### src/sv/ska_pkg.sv
package ska_pkg;

    localparam int DEF_CAPACITY    = 64;
    localparam int DEF_KEY_WIDTH   = 32;
    localparam int DEF_VALUE_WIDTH = 32;

    localparam int KEY_FIELD_W   = 32;
    localparam int VALUE_FIELD_W = 32;
    localparam int STATUS_W      = 2;
    localparam int POS_FIELD_W   = 7;

    localparam logic CMD_INSERT = 1'b0;
    localparam logic CMD_LOOKUP = 1'b1;

    localparam logic [STATUS_W-1:0] STATUS_OK        = 2'd0;
    localparam logic [STATUS_W-1:0] STATUS_NOT_FOUND = 2'd1;
    localparam logic [STATUS_W-1:0] STATUS_FULL      = 2'd2;

    typedef enum logic [1:0] {
        ST_IDLE,
        ST_CMP,
        ST_DONE
    } state_t;

    // broadcast to every cell of the chain
    typedef struct packed {
        logic cmp_en;
        logic shift_en;
    } ska_ctrl_t;

endpackage

### src/sv/ska_cell.sv
module ska_cell
    import ska_pkg::*;
#(
    parameter int KEY_WIDTH   = DEF_KEY_WIDTH,
    parameter int VALUE_WIDTH = DEF_VALUE_WIDTH
) (
    input  logic                   clk,
    input  logic                   rst_n,
    input  ska_ctrl_t              ctrl,
    input  logic [KEY_WIDTH-1:0]   new_key,
    input  logic [VALUE_WIDTH-1:0] new_value,
    input  logic                   prev_lt,
    input  logic                   prev_valid,
    input  logic [KEY_WIDTH-1:0]   prev_key,
    input  logic [VALUE_WIDTH-1:0] prev_value,
    output logic                   lt,
    output logic                   eq,
    output logic                   valid,
    output logic [KEY_WIDTH-1:0]   key,
    output logic [VALUE_WIDTH-1:0] value
);

    logic                   lt_reg;
    logic                   eq_reg;
    logic                   valid_reg;
    logic [KEY_WIDTH-1:0]   key_reg;
    logic [VALUE_WIDTH-1:0] value_reg;
    logic                   take_new;
    logic                   take_prev;

    // the cell at the lower bound takes the new word, every cell above it
    // takes its lower neighbor's contents
    assign take_new  = ctrl.shift_en && !lt_reg && prev_lt;
    assign take_prev = ctrl.shift_en && !lt_reg && !prev_lt;

    always_ff @(posedge clk or negedge rst_n)
    begin
        if (!rst_n)
        begin
            lt_reg    <= 1'b0;
            eq_reg    <= 1'b0;
            valid_reg <= 1'b0;
        end
        else
        begin
            if (ctrl.cmp_en)
            begin
                lt_reg <= valid_reg && (key_reg < new_key);
                eq_reg <= valid_reg && (key_reg == new_key);
            end
            if (take_new)
                valid_reg <= 1'b1;
            else if (take_prev)
                valid_reg <= prev_valid;
        end
    end

    always_ff @(posedge clk)
    begin
        if (take_new)
        begin
            key_reg   <= new_key;
            value_reg <= new_value;
        end
        else if (take_prev)
        begin
            key_reg   <= prev_key;
            value_reg <= prev_value;
        end
    end

    assign lt    = lt_reg;
    assign eq    = eq_reg;
    assign valid = valid_reg;
    assign key   = key_reg;
    assign value = value_reg;

endmodule

### config.mk
export PLATFORM = sky130hd
export DESIGN_NAME = ska_cell
export DESIGN_NICKNAME = d
export VERILOG_FILES = /design/src/sv/ska_pkg.sv /design/src/sv/ska_cell.sv
export SDC_FILE = /design/constraint.sdc
export NUM_CORES = 1
export LEC_CHECK = 0
export ABC_AREA = 1
export ABC_CLOCK_PERIOD_IN_PS = 2400
export BUFFER_PORTS_ARGS = -buffer_cell sky130_fd_sc_hd__buf_4
export CAP_MARGIN = 40
export CORE_MARGIN = 3
export CORE_UTILIZATION = 35
export DETAILED_ROUTE_END_ITERATION = 6
export PLACE_DENSITY = 0.71
export SYNTH_ARGS = -nofsm -noshare
export SYNTH_HDL_FRONTEND = slang
export SYNTH_SLANG_ARGS = --single-unit
### constraint.sdc
create_clock -name clk -period 2.4 [get_ports clk]
set_input_delay 0.12 -clock clk [delete_from_list [all_inputs] [get_ports clk]]
set_output_delay 0.12 -clock clk [all_outputs]
set_load 0.01 [all_outputs]
Yosys cells after proc, flatten, opt, wreduce, memory -nomap -nowiden --
Cells that the tools add are included.
Word-level totals: bits in registers 67, input port bits 134, output and inout port bits 67, logic and storage cells 21
Cells by class: $lt $le $gt $ge 1, equal/unequal tests 1, multiplexer cells 6, reduce and logical (&&, ||, !) cells 8
Operator list (number):
- $mux W32 | 4
- $eq A32 B32 Y1 | 1
- $lt A32 B32 Y1 | 1
- $logic_and A1 B1 Y1 | 5
- $logic_not A1 Y1 | 2
- $mux W1 | 2
- $reduce_bool A2 Y1 | 1

Longest topological paths before layout --
depth in word-level cells 5, depth in mapped cells 12, depth with buffers taken out 12

Least setup slack after synthesis --
Ideal clock, no wire load.
path type flip-flop to flip-flop, start point reg lt_reg (netlist: lt), end point reg value_reg[10] (netlist: value[10]) (data pin), library setup time 260 ps, arrival time 2140 ps, required time 2140 ps, slack 0 ps, stages on the path, launching flop included 5, buffers on the path 1, period minus slack after synthesis 2400 ps, cells stage by stage dfrtp_1 nor2_4 nand2_4 buf_6 mux2_4
On the way: longest elaborated chain between the ends 4
Ends and longest elaborated chain:
- from (decl) | line ska_cell.sv:23 | logic lt_reg;
- from (signal assigned) | line ska_cell.sv:48 | lt_reg <= valid_reg && (key_reg < new_key);
- $logic_not A1 Y1 | line ska_cell.sv:33 | assign take_new = ctrl.shift_en && !lt_reg && prev_lt;
- $logic_and A1 B1 Y1 (2 in a row) | line ska_cell.sv:33
- $mux W32 | line ska_cell.sv:60 | if (take_new)
- to (signal assigned) | line ska_cell.sv:63 | value_reg <= new_value;
- to (signal assigned) | line ska_cell.sv:68 | value_reg <= prev_value;
- to (decl) | line ska_cell.sv:27 | logic [VALUE_WIDTH-1:0] value_reg;
Every way passes these cells. A chain may end at the register's enable or synchronous reset.

Worst setup path after layout --
start point reg lt_reg (netlist: lt), end point reg key_reg[26] (netlist: key[26]) (enable)
On the way: longest elaborated chain between the ends 4, elaborated cells between the ends (all ways) 5, classes of those cells reduce/logical (5)
Ends and longest elaborated chain:
- $logic_not A1 Y1 * | line ska_cell.sv:33, ska_cell.sv:34
- $logic_and A1 B1 Y1 * | line ska_cell.sv:33, ska_cell.sv:34
- $logic_and A1 B1 Y1 (on tied branches) | line ska_cell.sv:33, ska_cell.sv:34
- $reduce_bool A2 Y1 (no line) *
- to (signal assigned) | line ska_cell.sv:62 | key_reg <= new_key;
- to (signal assigned) | line ska_cell.sv:67 | key_reg <= prev_key;
- to (decl) | line ska_cell.sv:26 | logic [KEY_WIDTH-1:0] key_reg;
Every way passes the cells marked *; elsewhere a longest branch is shown, timed or not.

==> impl_metrics.ini <==
[outcome]
status = completed

[synth]
yosysTopAreaCellShare_pct = 51.0
yosysSeqAreaShare_pct = 53.0
synth_area_leaders = edfxtp_1 (51%), mux2_4 (13%), ha_1 (11%), nand2_1 (7.5%), inv_1 (4.6%)
ys.flop_type = edfxtp_1
synth_area_um2 = 3770
yosys_warnings = 0
synth_area_per_cell_um2 = 11.4
yosysTopAreaCell = edfxtp_1
synth_edf_count = 64
synthCells = 331
ys_seq_elements = 67
syn_nets = 497
yosys.cell_types.count = 20
synthArstFlopShare_pct = 4.48

[route]
avgViaCountPerCell = 4.57
firstDrtPassIters = 4
drt_iter0_drc = 119
drt_wl_total_um = 9560
via_count = 3086
avgRoutedWirePerCell_um = 14.2
drc_errors = 0
antenna_left = 0

[layout]
post-route-util_pct = 53.8
diodes = 0
fillers = 939
seq_area_um2 = 2000
multi_input_area_um2 = 1520
final_cells = 675
finalNetCount = 701
postLayoutCellArea_um2 = 5600
syn_to_final_growth_pct = 48.7
drive_gt1_share_pct = 46.0

[timing]
slew-limit-headroom_pct = 42.4
tightest_slew_ns = 0.864
rsz0062_at_grt = no
fmax_ghz = 0.604
fin_crit_ns = 1.66
fin_crit_sh_pct = 69.0
fin_skew_ns = 0.00498
finalMaxSlewViolations = 0
tns_ns = 0
hold_viol = 0
setup_viol = 0

[place]
dp.cells = 659
globalplace.congestion = 0.755
dpl_cell_area_um2 = 5390
dpl.hpwl_um = 7530
port_buffers = 200

[clock_network]
cts_buffers = 9
cts_root_buf = clkbuf_8
cts.path.max_buffers = 2
htree_levels = 3
cts_tree = done
cts-resized-gates = 0
insertion_delay_ns = 0.34
clk_pin_slew_ns = 0.07
cts_num_sinks = 67

[power]
leakage_nw = 2.85
p_per_area_nw_per_um2 = 629
p_switching_mw = 0.937
clkPwrFrac_pct = 28.0
p_seq_share_pct = 44.3
p_int_mw = 2.58
p_comb_share_pct = 27.6
p_sw_share_pct = 26.6
ir_worst_vdd_mv = 0.282

[floorplanning]
rows = 37
io_pins = 201
die_width_um = 110
die-area_um2 = 12000
core_area_um2 = 10400
initial_core_util_pct = 36.2
die_h_um = 110

[setup_path]
reg2reg_slack_ns = 0.74
regToRegStartpoint = lt
r2r-end = key[26]
crit_fanout = 66
critPathKind = reg -> reg
crit_end = key[26]
critPathLaunch = lt
cp.required_ns = 2.36
arrival_ns = 1.62
end_kind = register
setup.worst_path.start_class = register
worstRegToRegCells = 2

[global_routing]
grt_pass1_wl_um = 14000
grt_overflow_total = 0
grt_pass1_vias = 3056
antenna_found_initial = 0
grt.total_usage_pct = 15.3
grt_max_degree = 96

[hold_path]
hold_start = ctrl[1]
hold_class = in -> reg

[job]
max_cap_viol_count = 0
==> worst min path at each step <==
stage	end	cells after the start	slack (ns)
2_1_floorplan	eq	0	-0.18
3_3_place_gp	eq	1	-0.09
3_5_place_dp	eq	1	-0.09
4_1_cts	key[1]	3	0.04
5_1_grt	key[1]	3	0.05
6_report	eq	4	0.07
==> worst max-delay path: stages (launching register included) <==
cell and delay (ns):
dfrtp_1 0.42, nor2_4 0.13, buf_4 0.66
==> cell usage after synthesis, types with 2 or more instances <==
| library cell | number |
|---|---|
| nand2_1 | 75 |
| edfxtp_1 | 64 |
| inv_1 | 46 |
| mux2_4 | 33 |
| ha_1 | 32 |
| o21ai_1 | 21 |
| o21ai_0 | 13 |
| a21oi_1 | 12 |
| nor2_1 | 11 |
| buf_2 | 5 |
| buf_6 | 4 |
| nand3_1 | 4 |
| dfrtp_1 | 3 |
| nand4_1 | 2 |
==> power groups by stage <==
stage               Clock (mW)  Combinational (mW)  Sequential, mW
floorplan                    0               0.424            1.65
global placement             0               0.966            1.58
detailed placement           0               0.987            1.59
CTS                       1.02               0.992            1.56
global route              1.06                1.08            1.58
finish                   0.986               0.973            1.56
==> placed cells by master (no fill, tap or decap), drive strengths merged <==
cell type and n:
a21o 1, dfrtp 3, edfxtp 64, mux2 33
a21oi 12, nand2 76, o21a 1, nand4 2
inv 46, bufinv 2, ha 32, nor2 12
buf 202, clkbuf 12, o21ai 34, nand3 4
clkinv 1, nor3 1, dlygate4sd3 1
==> metrics by stage <==
| stage | setup slack [ns] | hold slack [ns] | total power [mW] |
|---|---|---|---|
| floorplan | 0.0234 | -0.176 | 2.08 |
| global placement | 0.794 | -0.0877 | 2.54 |
| detailed placement | 0.692 | -0.0872 | 2.57 |
| CTS | 0.674 | 0.0380 | 3.58 |
| global route | 0.602 | 0.0518 | 3.72 |
| finish | 0.744 | 0.0656 | 3.52 |
==> per-layer routing <==
layer	GRT usage (%)	part of all wire, %
met3	4.99	9.2
met1	16.7	39
met2	26.9	51
met4	6.77	1.8
met5	0	0
==> cell families after synthesis <==
logic type,share of synthesized area [%]
AOI/OAI and AO/OA,6.51
adders and majority gates,10.6
buffers and inverters,6.54
DFF,53.0
muxes,13.2
and+or+nand+nor,10.2
==> timing repair <==
action	4_1_cts	5_1_grt
hold endpoints to repair	3	0
endpoints found under the setup margin	0	0
buffers inserted	0	0
hold buffers	1	0
==> layout make-up <==
cell class	count	area share (%)
sequential	67	35.6
timing repair buffer	203	27.5
multi-input combinational	208	27.2
inverter	46	3.08
tap	136	3.04
clock buffer	12	2.41
clock inverter	3	1.14
Power figures use the tool's default switching activity.
